File: src/dtt_pkg.sv
// Shared types and constants for the two-way ranging time-of-flight block.
`timescale 1ns / 1ps

package dtt_pkg;

    localparam int FRACTION_BITS = 8;
    localparam int STAMP_BITS    = 40;
    localparam int TIME_W        = 40;
    localparam int OUT_W         = 48;
    localparam int DEN_W         = STAMP_BITS + 2;
    localparam int PROD_W        = 2 * STAMP_BITS;
    localparam int NUM_W         = PROD_W + FRACTION_BITS;
    localparam int HI_W          = NUM_W - OUT_W;
    localparam int CMP_W         = (HI_W > DEN_W) ? HI_W : DEN_W;
    localparam int HALF_LO       = (STAMP_BITS + 1) / 2;
    localparam int HALF_HI       = STAMP_BITS - HALF_LO;
    localparam int FIFO_DEPTH    = 4;
    localparam int FIFO_AW       = $clog2(FIFO_DEPTH);

    typedef enum logic [1:0] {
        ST_OK          = 2'd0,
        ST_NOT_RANGING = 2'd1,
        ST_ZERO_DEN    = 2'd2,
        ST_SATURATED   = 2'd3
    } status_t;

    typedef struct packed {
        logic [STAMP_BITS-1:0] big_r1;
        logic [STAMP_BITS-1:0] small_r1;
        logic [STAMP_BITS-1:0] big_r2;
        logic [STAMP_BITS-1:0] small_r2;
        logic [DEN_W-1:0]      den;
        status_t               status;
    } work_t;

endpackage

File: src/dtt_front.sv
// Front stage: forms the four intervals and the denominator, classifies the item.
`timescale 1ns / 1ps

module dtt_front (
    input  logic                       clk,
    input  logic                       rst_n,
    input  logic                       in_valid,
    output logic                       in_ready,
    input  logic [dtt_pkg::TIME_W-1:0] first_request_time,
    input  logic [dtt_pkg::TIME_W-1:0] first_response_time,
    input  logic [dtt_pkg::TIME_W-1:0] first_reception_time,
    input  logic [dtt_pkg::TIME_W-1:0] first_transmission_time,
    input  logic [dtt_pkg::TIME_W-1:0] final_request_time,
    input  logic [dtt_pkg::TIME_W-1:0] final_response_time,
    input  logic [dtt_pkg::TIME_W-1:0] final_reception_time,
    input  logic [dtt_pkg::TIME_W-1:0] final_transmission_time,
    input  logic                       code_is_ranging,
    output logic                       push,
    output dtt_pkg::work_t             push_data,
    input  logic                       full
);

    logic           valid_reg;
    dtt_pkg::work_t data_reg;
    dtt_pkg::work_t data_next;
    logic           take;

    assign push     = valid_reg && !full;
    assign in_ready = !valid_reg || !full;
    assign take     = in_valid && in_ready;
    assign push_data = data_reg;

    always_comb
    begin
        data_next.big_r1   = first_response_time[dtt_pkg::STAMP_BITS-1:0]
                           - first_request_time[dtt_pkg::STAMP_BITS-1:0];
        data_next.small_r1 = first_transmission_time[dtt_pkg::STAMP_BITS-1:0]
                           - first_reception_time[dtt_pkg::STAMP_BITS-1:0];
        data_next.big_r2   = final_response_time[dtt_pkg::STAMP_BITS-1:0]
                           - final_request_time[dtt_pkg::STAMP_BITS-1:0];
        data_next.small_r2 = final_transmission_time[dtt_pkg::STAMP_BITS-1:0]
                           - final_reception_time[dtt_pkg::STAMP_BITS-1:0];
        data_next.den = dtt_pkg::DEN_W'(data_next.big_r1) + dtt_pkg::DEN_W'(data_next.small_r1)
                      + dtt_pkg::DEN_W'(data_next.big_r2) + dtt_pkg::DEN_W'(data_next.small_r2);
        if (!code_is_ranging)
        begin
            data_next.status = dtt_pkg::ST_NOT_RANGING;
        end
        else if (data_next.den == '0)
        begin
            data_next.status = dtt_pkg::ST_ZERO_DEN;
        end
        else
        begin
            data_next.status = dtt_pkg::ST_OK;
        end
    end

    always_ff @(posedge clk or negedge rst_n)
    begin
        if (!rst_n)
        begin
            valid_reg <= 1'b0;
        end
        else if (take)
        begin
            valid_reg <= 1'b1;
        end
        else if (push)
        begin
            valid_reg <= 1'b0;
        end
    end

    always_ff @(posedge clk)
    begin
        if (take)
        begin
            data_reg <= data_next;
        end
    end

endmodule

File: config.mk
export PLATFORM = sky130hd
export DESIGN_NAME = dtt_front
export DESIGN_NICKNAME = d
export VERILOG_FILES = /design/src/dtt_pkg.sv /design/src/dtt_front.sv
export SDC_FILE = /design/constraint.sdc
export NUM_CORES = 1
export LEC_CHECK = 0
export BUFFER_PORTS_ARGS = -buffer_cell sky130_fd_sc_hd__clkbuf_2
export CAP_MARGIN = 30
export CELL_PAD_IN_SITES_DETAIL_PLACEMENT = 1
export CELL_PAD_IN_SITES_GLOBAL_PLACEMENT = 2
export CORE_MARGIN = 8
export CORE_UTILIZATION = 33
export CTS_BUF_LIST = sky130_fd_sc_hd__clkbuf_4
export DETAILED_ROUTE_END_ITERATION = 8
export GPL_TIMING_DRIVEN = 0
export PLACE_DENSITY = 0.88
export SKIP_CTS_REPAIR_TIMING = 1
export SLEW_MARGIN = 20
export SYNTH_ARGS = -nofsm -noshare
export SYNTH_HDL_FRONTEND = slang
export SYNTH_SLANG_ARGS = --single-unit
File: constraint.sdc
create_clock -name clk -period 7.9 [get_ports clk]
set_input_delay 0.79 -clock clk [delete_from_list [all_inputs] [get_ports clk]]
set_output_delay 0.79 -clock clk [all_outputs]
set_load 0.005 [all_outputs]
==> results of run 1 <==
[path summary, 6_finish.rpt]
kind	to	startpoint	slack, ps
worst max-delay path	push_data[1]	final_request_time[9]	270
min in group asynchronous	valid_reg	rst_n	330
worst max register to register	push_data[100]	valid_reg	5530
worst min-delay path	push_data[0]	code_is_ranging	260
max in group asynchronous	valid_reg	rst_n	7490
worst min register to register	valid_reg	valid_reg	640
[placed cells by master (no fill, tap or decap), types with 14 or more instances in the layout]
master,count
a21o_1,101
a21oi_1,160
a31oi_1,15
and3_1,19
clkbuf_1,14
clkbuf_2,530
clkbuf_4,93
edfxtp_1,204
fa_1,84
ha_1,192
inv_1,380
nand2_1,101
nand2b_1,32
nand3_1,39
nand4_1,14
nor2_1,108
nor2b_1,29
nor3_1,25
o21a_1,30
o21ai_0,71
o21bai_1,28
xnor2_1,116
xor2_1,64
[cell families after synthesis]
kind of cell,count (synthesis),synth area share [%]
DFF,205,32.4
and+or+nand+nor,421,11.1
buffers and inverters,401,7.94
adders and majority gates,281,21.9
xor gates and xnor gates,182,8.41
AOI/OAI and AO/OA,527,18.1
muxes,2,0.112
[per-layer routing]
metal / up-vias / track usage (%)
met2: 453 / 40.3
met4: 6 / 7.81
met5: - / 0
met3: 136 / 5.22
li1: 8257 / -
met1: 8405 / 26.6
[layout make-up]
| class | count | area, µm² | share of cell area [%] |
|---|---|---|---|
| Clock buffer | 92 | 691 | 2.89 |
| Clock inverter | 21 | 253 | 1.06 |
| Tap cell | 765 | 957 | 4.01 |
| Inverter | 380 | 1430 | 5.97 |
| Multi-Input combinational cell | 1413 | 11500 | 48.1 |
| Timing Repair Buffer | 543 | 2820 | 11.8 |
| Buffer | 16 | 65.1 | 0.272 |
| Antenna cell | 13 | 32.5 | 0.136 |
| Sequential cell | 205 | 6150 | 25.7 |
[critical path, delay by kind of cell]
kind	cells	cell delay, ps
XOR/XNOR	1	160
multiplexers	1	180
adder cells (fa/ha/maj)	4	1650
buffers and inverters	6	680
AO/OA/AOI/OAI	7	1560
AND/OR/NAND/NOR	11	3180
[stage by stage]
step	hold slack [ps]	power, mW	setup WS (ps)	utilization, %	cells
2_1_floorplan	494	6.10	564	-	2019
3_3_place_gp	567	8.03	-1560	39.4	3314
3_5_place_dp	567	8.16	-1620	39.6	3318
4_1_cts	-338	9.53	-883	41.2	3431
5_1_grt	171	10.4	-15.8	41.7	3445
6_report	258	9.50	271	41.7	3448
[where the power goes]
group | leakage, nW | internal, mW | total (mW) | switching [mW]
Clock | 0.551 | 0.736 | 1.30 | 0.560
Combinational | 9.51 | 2.44 | 6.41 | 3.97
Sequential | 1.95 | 1.72 | 1.80 | 0.0803
Total | 12.0 | 4.89 | 9.50 | 4.61
==> out/metrics.csv, run 1 <==
metric;value;unit
area of the core;57300;µm²
buffer depth of the longest clock path;3;
antenna violations before repair;12;
Post-synth ARST share;0.488;%
max reg flops;204;
Setup violations, final;0;
synth top area cells;edfxtp_1, ha_1, fa_1;
slowest stage delay, CP;530;ps
Max Cap Viol;0;
final hold violations;0;
# fillers;6841;
Placer Congestion;0.905;
initial DRC count;741;
Total Nets Final;3232;
Leak Pwr;12.0;nW
Mean Syn Cell Area;9.39;µm²
reg2reg path depth;5;
initial core utilization;33.1;%
fin crit share;96.6;%
Post-DP HPWL;65.9;mm
Slowest-stage cell, CP;or4b_1;
max-slew violation count;0;
DRC violations left;0;
Layout Skew;52.2;ps
cell taking the most area after synthesis;edfxtp_1;
Synth top cells by count;inv_1, edfxtp_1, ha_1;
final wirelength;76.8;mm
GRT overflow;0;
setup TNS;0;ps
via count;17300;
TritonCTS clock tree;built;
minimum clock period;7630;ps
ANT nets after route;0;
layout cells sized above 1;26.3;%
Least-Margin Pin Slew;773;ps
crit-path max FO;10;
Mapped Cells;2019;
PD cells;398;nW/µm²
Vias/cell;5.00;
Critical Path End Type;flip-flop;
die footprint;65400;µm²
metal3 WL;4.12;mm
Hold/Removal Path Class;in2reg;
clock-pin slew on the worst setup and hold paths;60;ps
Ys Warns;0;
WS Path Type;in2reg;
Die Height;256;µm
Worst setup SP type;input port;
maximum vdd drop;0.212;mV
Seq/Total Area, Yosys;32.4;%
routed len/inst;22.3;µm
PortBufs;530;
DR WL met2;38.3;mm
row cnt;88;
Synth top area share;32.3;%
max layer used;met5;
I/O pin cnt;531;
Post-Place Cell Area;22700;µm²
Clock Latency Late Sink;770;ps
relative slew slack;47.8;%
EDFF count, synth;204;
CTS sink cnt;205;
met1 WL;31.9;mm
CP arrival;8180;ps
Detailed Routing Iterations Pass 1;5;
Hold Crit Depth;2;
post-route cell area;23900;µm²
P&R area growth vs syn;26.0;%
Mapped Area;19000;µm²
GRT Overall Usage;22.7;%
root buf cell;clkbuf_4;
Seq cells post-synth;205;
DIE WIDTH;256;µm
library cells used by synthesis;69;
count leader, synth;inv_1;
vias in the first global route;18800;
most frequent cell on the critical path;nor4_2;
largest net degree at the start of global routing;51;
Syn Nets;2625;
status;finished, final reports clean;
Post-synth top flop;edfxtp_1;
Max Clock Freq;131;MHz
global-route wire length before repair;114;mm
CTS H-tree lvls;3;
WP data required;8450;ps
TritonCTS buffer count;67;
Power figures use the tool's default switching activity.
==> run 2: changes to the inputs <==
ABC_AREA = 1   (was default)
CORE_UTILIZATION = 31   (was 33)
PLACE_DENSITY = 0.87   (was 0.88)
==> run 2 against run 1 <==
Compared with the run above:
- die area up 19%
- clock power decreased by 15%
- final cell count increased by 30%
- wire length is 29% higher
- worst setup slack gained 1700 ps
==> out/metrics.csv, run 2 <==
metric;value;unit
Die Height;280;µm
TritonCTS clock tree;built;
via count;21600;
Seq cells post-synth;205;
initial core utilization;31.3;%
area of the multi-input gates;12900;µm²
Syn Nets;3490;
DRC violations left;0;
Worst setup SP type;input port;
setup TNS;0;ps
r2r setup slk;5890;ps
CP arrival;6530;ps
DIE WIDTH;280;µm
Max Clock Freq;168;MHz
antenna violations before repair;11;
met1 WL;40.8;mm
die footprint;78100;µm²
GRT overflow;0;
Placer Congestion;0.904;
final wirelength;98.8;mm
minimum clock period;5960;ps
Post-synth ARST share;0.488;%
Least-Margin Pin Slew;894;ps
Total Nets Final;4102;
EDFF count, synth;204;
WP data required;8470;ps
most common cell after layout, fill and taps aside;inv_1;
# fillers;8794;
TritonCTS buffer count;67;
post-route cell area;26500;µm²
CTS H-tree lvls;3;
max-slew violation count;0;
final hold violations;0;
post-route insts no fill;4479;
Seq/Total Area, Yosys;28.6;%
Layout Skew;41.3;ps
largest net degree at the start of global routing;25;
row cnt;96;
Max Cap Viol;0;
PD cells;393;nW/µm²
max layer used;met5;
area of the core;68700;µm²
GRT Overall Usage;24.7;%
I/O pin cnt;531;
PortBufs;530;
CTS sink cnt;205;
library cells used by synthesis;47;
fin crit share;75.4;%
count leader, synth;inv_1;
cell taking the most area after synthesis;edfxtp_1;
routed len/inst;22.1;µm
Mapped Cells;2884;
global-route wire length before repair;145;mm
layout cells sized above 1;19.6;%
Post-DP HPWL;88.9;mm
Setup violations, final;0;
status;finished, final reports clean;
crit-path max FO;6;
worst hold slack;194;ps
final core utilization;38.6;%
Vias/cell;4.81;
root buf cell;clkbuf_4;
Synth top cells by count;inv_1, nand2_1, nor2_1;
max reg flops;204;
DR WL met2;50.3;mm
commonest non-fill, non-tap cells in the layout;inv_1, nand2_1, clkbuf_2, nor2_1, a21oi_1;
vias in the first global route;23700;
initial DRC count;933;
clock-pin slew on the worst setup and hold paths;60;ps
Detailed Routing Iterations Pass 1;5;
Clock Latency Late Sink;830;ps
WS Path Type;in2reg;
P&R area growth vs syn;23.1;%
Synth top area share;28.5;%
buffer depth of the longest clock path;3;
maximum vdd drop;0.181;mV
placed cell count;4357;
Post-synth top flop;edfxtp_1;
Leak Pwr;13.8;nW
metal3 WL;4.52;mm
relative slew slack;39.9;%
Storage cell area;6150;µm²
Mean Syn Cell Area;7.46;µm²
Ys Warns;0;
RSZ-0062 raised after global routing;no;
Hold/Removal Path Class;in2reg;
Post-Place Cell Area;25700;µm²
Critical Path End Type;flip-flop;
ANT nets after route;0;
synth top area cells;edfxtp_1, inv_1, ha_1;
Mapped Area;21500;µm²
==> run 2: logic make-up after synthesis <==
logic type | after synthesis | share of synthesized area, %
AO/OA/AOI/OAI | 479 | 13.2
flip-flops | 205 | 28.6
AND/OR/NAND/NOR | 1092 | 20.9
XOR/XNOR | 158 | 6.46
buffers and inverters | 669 | 11.7
adder cells (fa/ha/maj) | 281 | 19.3
==> run 2: stage by stage <==
stage	setup WS, ps	power [mW]
after global placement	-2130	9.18
after global routing	1840	11.5
after floorplan	1060	6.58
after CTS	2000	10.5
final	1940	10.4
after detailed placement	1110	9.37
==> run 2: final cells by class <==
class / count / share of cell area, %
diodes: 8 / 0.0755
clock buffers: 91 / 2.58
plain buffers: 1 / 0.0189
inverters: 668 / 9.46
repair buffers: 543 / 11.2
multi-input cells: 2010 / 48.6
well taps: 931 / 4.39
flip-flops and latches: 205 / 23.2
clock inverters: 22 / 0.453
==> run 2: final timing paths <==
kind | startpoint | to | cells after the start
max in group asynchronous | rst_n | valid_reg | 2
setup / recovery | final_request_time[22] | push_data[1] | 22
hold reg to reg | valid_reg | valid_reg | 2
hold / removal | in_valid | valid_reg | 3
setup reg to reg | valid_reg | push_data[87] | 7
min in group asynchronous | rst_n | valid_reg | 2
==> run 2: critical path: stages <==
cell and delay [ps]:
clkbuf_2 70, inv_1 30, ha_1 410, nand2_1 140
nor2_1 170, inv_1 120, nor4_1 650, nand4_1 420
nand3_1 260, xor2_1 580, fa_1 560, fa_1 490
inv_1 50, ha_1 370, nand2_1 130, nor3_1 360
and3_1 300, nand3_1 160, nand4_1 250, nor2_1 80
nand4_1 100, nor2_1 40
==> run 2: metal layers <==
layer,GRT usage (%),vias up
met2,45.1,485
met3,4.51,128
met5,0,-
met1,28.6,10400
met4,8.82,6
li1,-,10500
==> run 2: where the power goes <==
group | internal (mW) | total, mW | switching, mW | leakage (nW)
Sequential | 1.68 | 1.75 | 0.0642 | 1.95
Clock | 0.540 | 1.11 | 0.568 | 0.474
Combinational | 2.37 | 7.56 | 5.20 | 11.4
Total | 4.59 | 10.4 | 5.83 | 13.8
==> run 3: changes to the inputs <==
clock period = 6.1 ns   (was 7.9 ns; I/O delays follow)
==> run 3 against run 2 <==
Compared with the run above:
- register-to-register slack worse by 1700 ps
- critical endpoint unchanged
- non-clock buffer count is 1 higher
- via count barely moved
==> out/metrics.csv, run 3 (same netlist as run 2, synthesis figures left out) <==
metric;value;unit
status;finished, final reports clean;
Detailed Routing Iterations Pass 1;5;
# fillers;8823;
final wirelength;98.4;mm
P&R area growth vs syn;22.8;%
routed len/inst;22.0;µm
initial core utilization;31.3;%
Layout Skew;50.5;ps
Leak Pwr;13.8;nW
Hold/Removal Path Class;in2async;
Least-Margin Pin Slew;842;ps
TritonCTS clock tree;built;
clock-pin slew on the worst setup and hold paths;70;ps
Setup violations, final;0;
root buf cell;clkbuf_4;
TritonCTS buffer count;60;
largest net degree at the start of global routing;24;
via count;21500;
post-route cell area;26400;µm²
most common cell after layout, fill and taps aside;inv_1;
CTS sink cnt;205;
layout cells sized above 1;19.3;%
Post-Place Cell Area;25700;µm²
CP arrival;6310;ps
area of the core;68700;µm²
minimum clock period;5740;ps
Placer Congestion;0.913;
Total Nets Final;4096;
WP data required;6670;ps
Clock Latency Late Sink;860;ps
Worst setup SP type;input port;
commonest non-fill, non-tap cells in the layout;inv_1, nand2_1, clkbuf_2, nor2_1, a21oi_1;
Max Cap Viol;0;
Max Clock Freq;174;MHz
Post-DP HPWL;88.8;mm
antenna violations before repair;15;
crit-path max FO;5;
initial DRC count;779;
PortBufs;530;
RSZ-0062 raised after global routing;no;
ANT nets after route;0;
final hold violations;0;
relative slew slack;43.4;%
Storage cell area;6150;µm²
Power, Total;13.4;mW
GRT Overall Usage;24.5;%
global-route wire length before repair;144;mm
DRC violations left;0;
GRT overflow;0;
Vias/cell;4.82;
row cnt;96;
PD cells;507;nW/µm²
Die Height;280;µm
DIE WIDTH;280;µm
max-slew violation count;0;
buffer depth of the longest clock path;3;
vias in the first global route;23200;
worst hold slack;106;ps
I/O pin cnt;531;
CTS H-tree lvls;2;
max reg flops;204;
WS Path Type;in2reg;
maximum vdd drop;0.222;mV
area of the multi-input gates;12900;µm²
fin crit share;94.0;%
Critical Path End Type;flip-flop;
die footprint;78100;µm²
==> run 3: final timing paths <==
path / from / endpoint / depth (start not counted) / slack, ps
min in group clk: full / valid_reg / 3 / 110
max reg2reg: valid_reg / push_data[127] / 5 / 4170
min reg2reg: valid_reg / valid_reg / 2 / 600
max in group asynchronous: rst_n / valid_reg / 2 / 5910
max: final_request_time[25] / push_data[1] / 24 / 360
min: rst_n / valid_reg / 2 / 110
==> run 3: per-stage QoR <==
stage,setup TNS [ps],util (%),setup slack (ps),cells
floorplan,0,-,1090,2884
global placement,-54430,36.9,-441,4345
detailed placement,-602,37.3,-437,4356
CTS,0,38.4,492,4462
global route,0,38.5,119,4469
finish,0,38.5,363,4474
==> run 3: cell type report <==
| type | instances | share of cell area, % |
|---|---|---|
| Multi-Input combinational cell | 2010 | 48.7 |
| Antenna cell | 9 | 0.0852 |
| Tap cell | 931 | 4.41 |
| Clock buffer | 82 | 2.33 |
| Sequential cell | 205 | 23.3 |
| Timing Repair Buffer | 544 | 11.3 |
| Clock inverter | 24 | 0.431 |
| Inverter | 668 | 9.48 |
| Buffer | 1 | 0.0189 |
==> run 3: where the power goes <==
group	switching, mW	internal [mW]	leakage (nW)
Clock	0.700	0.626	0.435
Sequential	0.0768	2.18	1.95
Combinational	6.74	3.07	11.4
==> run 3: critical path, stage by stage <==
cell	delay, ps
clkbuf_2	80
inv_1	60
ha_1	340
inv_1	100
o21bai_1	110
a21oi_1	290
inv_1	70
a21oi_1	180
nor2_1	60
a211oi_1	520
nand3_1	370
xor2_1	660
fa_1	560
fa_1	490
inv_1	40
ha_1	350
nand2_1	110
nor3_1	370
and3_1	300
nand3_1	160
nand4_1	240
nor2_1	80
nand4_1	90
nor2_1	50
==> run 3: per-layer routing <==
layer | vias to the layer above | global-route usage [%] | share of wire [%] | routed length, µm
met3 | 164 | 5.01 | 4.9 | 4790
li1 | 10500 | - | - | -
met5 | - | 0 | 0.035 | 34
met2 | 488 | 44.0 | 50 | 49000
met4 | 6 | 9.46 | 4.1 | 4040
met1 | 10400 | 28.3 | 41 | 40600
