--- src/dtt_pkg.sv ---
// Shared types and constants for the two-way ranging time-of-flight block.
`timescale 1ns / 1ps

package dtt_pkg;

    localparam int FRACTION_BITS = 8;
    localparam int STAMP_BITS    = 40;
    localparam int TIME_W        = 40;
    localparam int OUT_W         = 48;
    localparam int DEN_W         = STAMP_BITS + 2;
    localparam int PROD_W        = 2 * STAMP_BITS;
    localparam int NUM_W         = PROD_W + FRACTION_BITS;
    localparam int HI_W          = NUM_W - OUT_W;
    localparam int CMP_W         = (HI_W > DEN_W) ? HI_W : DEN_W;
    localparam int HALF_LO       = (STAMP_BITS + 1) / 2;
    localparam int HALF_HI       = STAMP_BITS - HALF_LO;
    localparam int FIFO_DEPTH    = 4;
    localparam int FIFO_AW       = $clog2(FIFO_DEPTH);

    typedef enum logic [1:0] {
        ST_OK          = 2'd0,
        ST_NOT_RANGING = 2'd1,
        ST_ZERO_DEN    = 2'd2,
        ST_SATURATED   = 2'd3
    } status_t;

    typedef struct packed {
        logic [STAMP_BITS-1:0] big_r1;
        logic [STAMP_BITS-1:0] small_r1;
        logic [STAMP_BITS-1:0] big_r2;
        logic [STAMP_BITS-1:0] small_r2;
        logic [DEN_W-1:0]      den;
        status_t               status;
    } work_t;

endpackage

--- src/dtt_fifo.sv ---
// Short queue of classified items between the front and back parts.
`timescale 1ns / 1ps

module dtt_fifo (
    input  logic           clk,
    input  logic           rst_n,
    input  logic           push,
    input  dtt_pkg::work_t push_data,
    output logic           full,
    input  logic           pop,
    output logic           empty,
    output dtt_pkg::work_t pop_data
);

    dtt_pkg::work_t                mem [dtt_pkg::FIFO_DEPTH];
    logic [dtt_pkg::FIFO_AW-1:0]   wr_ptr_reg;
    logic [dtt_pkg::FIFO_AW-1:0]   rd_ptr_reg;
    logic [dtt_pkg::FIFO_AW:0]     count_reg;

    assign full     = (count_reg == (dtt_pkg::FIFO_AW+1)'(dtt_pkg::FIFO_DEPTH));
    assign empty    = (count_reg == '0);
    assign pop_data = mem[rd_ptr_reg];

    always_ff @(posedge clk or negedge rst_n)
    begin
        if (!rst_n)
        begin
            wr_ptr_reg <= '0;
            rd_ptr_reg <= '0;
            count_reg  <= '0;
        end
        else
        begin
            if (push)
            begin
                wr_ptr_reg <= wr_ptr_reg + 1'b1;
            end
            if (pop)
            begin
                rd_ptr_reg <= rd_ptr_reg + 1'b1;
            end
            if (push && !pop)
            begin
                count_reg <= count_reg + 1'b1;
            end
            else if (pop && !push)
            begin
                count_reg <= count_reg - 1'b1;
            end
        end
    end

    always_ff @(posedge clk)
    begin
        if (push)
        begin
            mem[wr_ptr_reg] <= push_data;
        end
    end

endmodule

--- config.mk ---
export PLATFORM = sky130hd
export DESIGN_NAME = dtt_fifo
export DESIGN_NICKNAME = d
export VERILOG_FILES = /design/src/dtt_pkg.sv /design/src/dtt_fifo.sv
export SDC_FILE = /design/constraint.sdc
export NUM_CORES = 1
export LEC_CHECK = 0
export ABC_AREA = 1
export ABC_CLOCK_PERIOD_IN_PS = 5450
export BUFFER_PORTS_ARGS = -buffer_cell sky130_fd_sc_hd__buf_2
export CORE_MARGIN = 2
export CORE_UTILIZATION = 50
export CTS_CLUSTER_DIAMETER = 80
export DETAILED_ROUTE_END_ITERATION = 8
export PLACE_DENSITY = 0.84
export SETUP_SLACK_MARGIN = 0.4
export SLEW_MARGIN = 20
export SYNTH_ARGS = -nofsm -noshare
export SYNTH_HDL_FRONTEND = slang
export SYNTH_SLANG_ARGS = --single-unit
--- constraint.sdc ---
create_clock -name clk -period 5.45 [get_ports clk]
set_input_delay 0.545 -clock clk [delete_from_list [all_inputs] [get_ports clk]]
set_output_delay 0.545 -clock clk [all_outputs]
set_load 0.03 [all_outputs]
==> impl_metrics.json, run 1 <==
{
  "setup_viol": 0,
  "clockBufferDepth": 3,
  "first_pass_iters": 5,
  "clock-sinks": 823,
  "die_w_um": 261,
  "total_leakage_power_nw": 15.3,
  "drcViolationCount": 0,
  "grt_use_total_pct": 19.7,
  "synthesis.nets": 2642,
  "wire_per_inst_um": 18.3,
  "syn-instance-count": 2428,
  "path_class": "flip-flop to output port",
  "slew_headroom_pct": 28.3,
  "num_vias": 19800,
  "nets": 3033,
  "start_kind": "flip-flop",
  "clkTransAtPathRegs_ns": 0.07,
  "hold_depth": 1,
  "tightest_slew_ns": 1.08,
  "setup-tns-final_ns": 0,
  "min_period_over_period_pct": 69.4,
  "syn_area_mm2": 0.0331,
  "hpwlAfterDp_um": 41200,
  "yosysSeqAreaShare_pct": 74.6,
  "detail-route-antenna-nets": 0,
  "die_h_um": 261,
  "core_mm2": 0.0656,
  "grt_pass1_vias": 19600,
  "vias_per_cell": 5.26,
  "largest_reg_flops": 816,
  "crit_path_cell_trace": "inv_8, buf_4, o211ai_1, nand2_1, buf_2",
  "holdCritPathClass": "input port to flip-flop",
  "syn_avg_cell_area_um2": 13.6,
  "yosys_warnings": 0,
  "cts_tree": "done",
  "fillers": 4800,
  "rr_worst_depth": 5,
  "holdBufCountCts": 1,
  "period_needed_ns": 3.78,
  "holdWs_ns": 0.137,
  "grt_pass1_wl_um": 105000,
  "p_switching_w": 0.00939,
  "rsz0062_at_grt": "no",
  "cts_resized": 0,
  "slowest_delay_ns": 0.76,
  "final_common_cell": "edfxtp_1",
  "status": "finished, final reports clean",
  "critPathMaxFanout": 110,
  "layout_common_cells": "edfxtp_1, nand2_1, inv_1, buf_2, o211ai_1",
  "area_delta_synth_final_pct": 16.2,
  "cts-buffers-inserted": 82,
  "htree_levels": 3,
  "drt_iter0_markers": 1721,
  "die_area_mm2": 0.0682,
  "post_cts_buffers": 0,
  "ir_drop_mv": 0.557,
  "antenna_found_initial": 16,
  "pwr-share-seq_pct": 38.1,
  "start_util_pct": 50.4,
  "grt-ovfl-total": 0,
  "powerDensity_mw_per_mm2": 598,
  "crit_required_ns": 4.91,
  "skew_ns": 0.0181,
  "hold_viol_final": 0,
  "fin_cells": 3768,
  "p_comb_share_pct": 39.0,
  "drv_slew": 0,
  "place.gp.congestion": 0.793,
  "p_int_w": 0.0136,
  "crit_path_end_kind": "output port",
  "worstSkewPairLatency_ns": 0.60,
  "rows": 94,
  "io-pin-count": 414,
  "timing.fmax_mhz": 265,
  "drv_cap": 0,
  "worstPathArrival_ns": 3.24,
  "place.port_buffers": 413,
  "drive_gt1_share_pct": 22.9,
  "p_sw_share_pct": 40.8,
  "dp_cells": 3598,
  "ys_ff_latch": 823,
  "grt_max_degree": 149,
  "synth.distinct_cells": 19,
  "clkPwrFrac_pct": 23.0,
  "root_buffer": "clkbuf_16",
  "critical_path.slowest_cell": "inv_8",
  "wl_um": 69100
}
-- critical path: cells and delay by family (launching register included) --
family / cells / cell delay (ns)
DFF: 1 / 0.72
and+or+nand+nor: 1 / 0.11
buffers and inverters: 3 / 1.47
AOI/OAI and AO/OA: 1 / 0.17
-- cell families (layout without fill, tap and decap cells) --
family | Yosys count | after routing | share of synthesized area (%)
xor+xnor | 4 | 4 | 0.106
fa+ha+maj | 6 | 6 | 0.250
simple gates | 629 | 629 | 7.15
flops | 823 | 823 | 74.6
compound gates | 409 | 409 | 10.8
buf+inv | 557 | 1015 | 7.12
other cells | 0 | 18 | 0
-- layout make-up --
| class | instances | area, µm² | area share (%) |
|---|---|---|---|
| Timing Repair Buffer | 444 | 2440 | 6.35 |
| Tap cell | 864 | 1080 | 2.81 |
| Clock inverter | 56 | 419 | 1.09 |
| Clock buffer | 95 | 2120 | 5.52 |
| Inverter | 420 | 1600 | 4.16 |
| Multi-Input combinational cell | 1048 | 6050 | 15.7 |
| Antenna cell | 18 | 45.0 | 0.117 |
| Sequential cell | 823 | 24700 | 64.2 |
-- worst paths after layout --
check	start	end	slack [ns]
min in group asynchronous	rst_n	count_reg[1]	0.31
min	push_data[47]	mem[2][47]	0.14
min reg2reg	count_reg[2]	count_reg[2]	0.53
max	rd_ptr_reg[1]	pop_data[3]	1.67
max in group asynchronous	rst_n	rd_ptr_reg[1]	4.96
max reg2reg	wr_ptr_reg[0]	mem[0][109]	2.66
-- metrics by stage --
stage                     util (%)  total power [W]  worst slack [ns]  instance area [µm²]
after floorplan                  -           0.0154              1.21                33100
after global placement        54.6           0.0176              2.38                35800
after detailed placement      54.6           0.0178              2.34                35800
after CTS                     58.5           0.0232              1.65                38400
after global routing          58.6           0.0241              1.52                38400
final                         58.6           0.0230              1.67                38400
-- power groups by stage --
stage | Sequential, W | Clock [W] | Combinational (W)
6_report | 0.00876 | 0.00528 | 0.00896
5_1_grt | 0.00886 | 0.00562 | 0.00967
4_1_cts | 0.00876 | 0.00537 | 0.00902
3_5_place_dp | 0.00888 | 0 | 0.00895
3_3_place_gp | 0.00883 | 0 | 0.00878
2_1_floorplan | 0.00876 | 0 | 0.00663
-- metal layers --
metal	vias up	GRT usage, %	share of wire [%]
met2	722	33.8	51
met5	-	0	0.078
met4	8	8.02	2.7
met1	9651	24.2	39
li1	9290	-	-
met3	138	4.29	7.4
-- synth_stat cells --
master / count / share of area, %
xnor2_1: 1 / 0.026
buf_4: 12 / 0.27
nor3_1: 2 / 0.030
nand4_1: 1 / 0.019
inv_2: 1 / 0.011
edfxtp_1: 816 / 74
buf_6: 12 / 0.41
fa_1: 1 / 0.061
nand2_1: 625 / 7.1
clkbuf_1: 10 / 0.11
dfrtp_1: 7 / 0.53
o211ai_1: 308 / 7.0
buf_2: 103 / 1.6
ha_1: 5 / 0.19
o211ai_2: 100 / 3.8
xor2_1: 3 / 0.079
o21ai_0: 1 / 0.015
nand3_1: 1 / 0.015
inv_1: 419 / 4.8
Power figures use the tool's default switching activity.
==> inputs of run 2 (changes only) <==
- ABC_CLOCK_PERIOD_IN_PS: 5450 -> 3100
- clock period: 5.45 -> 3.1 ns (I/O delays scaled with it)
==> run 2 against run 1 <==
Core utilization increased by 4.1 points; critical path depth unchanged; routed wire length increased by 16%; via count increased by 8.4%; final area increased by 6.9%.
==> impl_metrics.json, run 2 (synthesis gave the netlist of run 1 again) <==
{
  "skew_ns": 0.0212,
  "die_h_um": 261,
  "ir_drop_mv": 0.751,
  "first_pass_iters": 5,
  "cpLargestDelayFamily": "flip-flops",
  "largest_reg_flops": 816,
  "crit_path_cell_trace": "buf_4, buf_6, o211ai_1, nand2_1, buf_2",
  "min_period_over_period_pct": 86.7,
  "num_vias": 21500,
  "clkTransAtPathRegs_ns": 0.06,
  "drv_cap": 0,
  "crit_buf_inv": 3,
  "critPathMaxFanout": 10,
  "cts_tree": "done",
  "die_area_mm2": 0.0682,
  "hold_viol_final": 0,
  "slowest_delay_ns": 0.59,
  "crit_required_ns": 2.79,
  "timing.fmax_mhz": 372,
  "drive_gt1_share_pct": 22.7,
  "worstPathArrival_ns": 2.38,
  "grt-ovfl-total": 0,
  "htree_levels": 3,
  "io-pin-count": 414,
  "area_delta_synth_final_pct": 24.3,
  "vias_per_cell": 5.37,
  "rr_worst_depth": 5,
  "clockBufferDepth": 3,
  "powerDensity_mw_per_mm2": 1030,
  "place.port_buffers": 413,
  "drt_iter0_markers": 2244,
  "rows": 94,
  "wl_um": 79900,
  "setup-tns-final_ns": 0,
  "critical_path.slowest_cell": "dfrtp_4",
  "root_buffer": "clkbuf_16",
  "rsz0062_at_grt": "yes",
  "start_util_pct": 50.4,
  "path_depth": 5,
  "status": "finished, final reports clean",
  "period_needed_ns": 2.69,
  "slew_headroom_pct": 35.5,
  "tightest_slew_ns": 0.968,
  "path_class": "flip-flop to output port",
  "r2r_start": "wr_ptr_reg[0]",
  "fin_cells": 3999,
  "layout_common_cells": "edfxtp_1, nand2_1, inv_1, buf_2, o211ai_1",
  "drv_slew": 0,
  "holdCritPathClass": "input port to asynchronous set/reset pin",
  "setup_viol": 0,
  "place.gp.congestion": 0.775,
  "wire_per_inst_um": 20.0,
  "ff2ff_setup_slack_ns": 1.11,
  "dp_cells": 3629,
  "antenna_found_initial": 5,
  "detail-route-antenna-nets": 0,
  "final_common_cell": "edfxtp_1",
  "start_kind": "flip-flop",
  "nets": 3278,
  "grt_use_total_pct": 22.8,
  "worstSkewPairLatency_ns": 0.62,
  "drcViolationCount": 0,
  "hpwlAfterDp_um": 41600,
  "die_w_um": 261,
  "grt_pass1_wl_um": 119000,
  "total_leakage_power_nw": 16.5,
  "cts-buffers-inserted": 83,
  "grt_max_degree": 129,
  "clock-sinks": 823,
  "r2r-end": "mem[2][81]",
  "grt_pass1_vias": 21700,
  "crit_path_end_kind": "output port",
  "core_mm2": 0.0656
}
run 2: metrics by stage:
stage / hold WS (ns) / power, W / utilization [%] / area (µm²) / setup WS, ns
6_report: 0.108 / 0.0423 / 62.7 / 41100 / 0.413
2_1_floorplan: 0.0144 / 0.0271 / - / 33100 / -1.01
5_1_grt: 0.0948 / 0.0442 / 62.6 / 41100 / 0.291
4_1_cts: 0.0451 / 0.0421 / 62.6 / 41100 / 0.403
3_3_place_gp: 0.161 / 0.0315 / 55.3 / 36300 / 0.853
3_5_place_dp: 0.166 / 0.0320 / 55.3 / 36300 / 0.864
run 2: how the worst max path moves through the flow:
stage                               end           from
after floorplan               mem[0][0]  wr_ptr_reg[0]
after global placement     pop_data[47]  rd_ptr_reg[1]
after detailed placement   pop_data[47]  rd_ptr_reg[1]
after CTS                 pop_data[185]  rd_ptr_reg[1]
after global routing       pop_data[47]  rd_ptr_reg[0]
final                      pop_data[47]  rd_ptr_reg[0]
run 2: repair_timing:
item / 4_1_cts / 5_1_grt
endpoints found under the hold margin: 827 / 0
setup buffers: 3 / 1
endpoints found under the setup margin: 192 / 74
gates cloned: 3 / 0
hold buffers: 207 / 0
gates resized for setup: 5 / 3
run 2: final cells by class:
type / count / area, µm²
Clock buffer: 104 / 2180
Multi-Input combinational cell: 1048 / 6070
Tap cell: 864 / 1080
Timing Repair inverter: 1 / 8.76
Fill cell: 4328 / 24500
Inverter: 420 / 1620
Sequential cell: 823 / 24700
Antenna cell: 8 / 20.0
Clock inverter: 44 / 403
Timing Repair Buffer: 687 / 5050
run 2: worst reg2reg max path: stages, from the launching register on:
cell        delay, ns
dfrtp_1          0.43
inv_2            0.09
ha_2             0.17
nand2_2          0.05
clkinvlp_4       0.11
buf_12           0.40
run 2: power breakdown:
part | switching [W] | total [W] | internal, W
Clock | 0.00420 | 0.00956 | 0.00537
Combinational | 0.0126 | 0.0176 | 0.00496
Sequential | 0.000605 | 0.0152 | 0.0146
run 2: routing by layer:
| metal | vias to the layer above | track usage [%] | part of all wire, % |
|---|---|---|---|
| li1 | 9762 | - | - |
| met1 | 10500 | 27.0 | 37 |
| met2 | 1019 | 40.3 | 52 |
| met3 | 209 | 5.14 | 7.9 |
| met4 | 4 | 9.41 | 3.5 |
| met5 | - | 0 | 0.031 |
==> inputs of run 3 (changes only) <==
- CORE_MARGIN: 2 -> 3
==> run 3 against run 2 <==
Routed wire length decreased by 2.7%; register-to-register slack got worse by 0.34 ns; sequential power hardly changed; clock-buffer cell count fell by 3; largest power group unchanged.
==> impl_metrics.json, run 3 (synthesis gave the netlist of run 1 again) <==
{
  "start_util_pct": 51.0,
  "final_common_cell": "edfxtp_1",
  "wl_met3_um": 5910,
  "htree_levels": 3,
  "clock-sinks": 823,
  "wire_per_inst_um": 19.4,
  "timing.fmax_mhz": 380,
  "period_needed_ns": 2.63,
  "setup_viol": 0,
  "worstSkewPairLatency_ns": 0.61,
  "p_comb_share_pct": 41.3,
  "hpwlAfterDp_um": 42900,
  "rsz0062_at_grt": "yes",
  "layout_common_cells": "edfxtp_1, nand2_1, inv_1, buf_2, o211ai_1",
  "ff2ff_setup_slack_ns": 0.77,
  "die_h_um": 263,
  "largest_reg_flops": 816,
  "critPathMaxFanout": 49,
  "drv_slew": 0,
  "holdCritPathClass": "input port to flip-flop",
  "first_pass_iters": 5,
  "crit_required_ns": 2.79,
  "core_mm2": 0.0649,
  "num_vias": 21300,
  "root_buffer": "clkbuf_16",
  "die_w_um": 263,
  "die_area_mm2": 0.0693,
  "detail-route-antenna-nets": 0,
  "hold_viol_final": 0,
  "status": "finished, final reports clean",
  "skew_ns": 0.0209,
  "holdWs_ns": 0.0629,
  "wl_met2_um": 40500,
  "drt_iter0_markers": 1810,
  "powerDensity_mw_per_mm2": 1020,
  "start_kind": "flip-flop",
  "dp_cells": 3629,
  "clkTransAtPathRegs_ns": 0.06,
  "fillers": 4284,
  "area_delta_synth_final_pct": 24.3,
  "pwr-share-seq_pct": 36.0,
  "drv_cap": 0,
  "grt_pass1_wl_um": 121000,
  "total_leakage_power_nw": 16.5,
  "grt_pass1_vias": 21800,
  "antenna_found_initial": 2,
  "drive_gt1_share_pct": 22.9,
  "p_int_w": 0.0249,
  "place.port_buffers": 413,
  "met1_length_um": 28800,
  "tightest_slew_ns": 0.951,
  "top_layer_used": "met4",
  "slew_headroom_pct": 36.5,
  "io-pin-count": 414,
  "ir_drop_mv": 1.00,
  "cts-buffers-inserted": 84,
  "path_class": "flip-flop to output port",
  "vias_per_cell": 5.34,
  "fin_cells": 3995,
  "grt-ovfl-total": 0,
  "clkPwrFrac_pct": 22.7,
  "rows": 93,
  "wl_um": 77700,
  "place.gp.congestion": 0.754,
  "grt_max_degree": 104,
  "nets": 3286,
  "p_switching_w": 0.0171,
  "clockBufferDepth": 3,
  "drcViolationCount": 0,
  "min_period_over_period_pct": 84.8,
  "p_sw_share_pct": 40.8,
  "grt_use_total_pct": 22.1,
  "crit_path_end_kind": "output port",
  "cts_tree": "done",
  "worstPathArrival_ns": 2.32
}
run 3: metal layers:
metal	up-vias	track usage, %
met5	-	0
met4	0	7.91
met3	179	4.41
met2	988	39.2
met1	10400	26.9
li1	9779	-
run 3: layout make-up:
type	count	area (µm²)	share of cell area, %
multi-input cells	1048	6070	14.8
repair buffers	695	5090	12.4
clock buffers	101	2210	5.37
inverters	420	1600	3.90
diodes	3	7.51	0.0183
clock inverters	50	387	0.940
flip-flops and latches	823	24700	60.0
well taps	855	1070	2.60
run 3: worst max-delay path, cell delays in order (launching register included):
cell and delay, ns:
dfrtp_4 0.55, inv_12 0.24, buf_16 0.34, o211ai_2 0.14, nand2_1 0.13, buf_2 0.22
run 3: what timing repair did:
action,CTS,global route
setup buffers,5,0
pin swaps,0,0
hold endpoints to repair,825,0
resized for setup,5,1
endpoints found under the setup margin,151,1
cloned,1,0
hold buffers,206,0
run 3: power by group through the flow:
stage / registers, W / logic, W / clock network (W)
6_report: 0.0151 / 0.0173 / 0.00952
5_1_grt: 0.0153 / 0.0185 / 0.0101
4_1_cts: 0.0151 / 0.0172 / 0.00959
3_5_place_dp: 0.0154 / 0.0165 / 0
3_3_place_gp: 0.0153 / 0.0162 / 0
2_1_floorplan: 0.0154 / 0.0117 / 0
run 3: path summary, 6_finish.rpt:
check	from	depth (start not counted)	end
worst max-delay path	rd_ptr_reg[1]	5	pop_data[94]
worst min-delay path	push	2	wr_ptr_reg[0]
worst max register to register	wr_ptr_reg[0]	5	mem[2][55]
worst min register to register	count_reg[2]	2	count_reg[2]
max in group asynchronous	rst_n	2	rd_ptr_reg[1]
min in group asynchronous	rst_n	2	count_reg[1]
run 3: metrics by stage:
stage	worst slack [ns]	utilization (%)	TNS (ns)	cell area, µm²	power (W)
global route	0.392	63.3	0	41100	0.0439
floorplan	-1.01	-	-817.94	33100	0.0271
CTS	0.418	63.3	0	41100	0.0419
detailed placement	0.762	55.9	0	36300	0.0319
finish	0.471	63.3	0	41100	0.0420
global placement	0.775	55.9	0	36300	0.0314
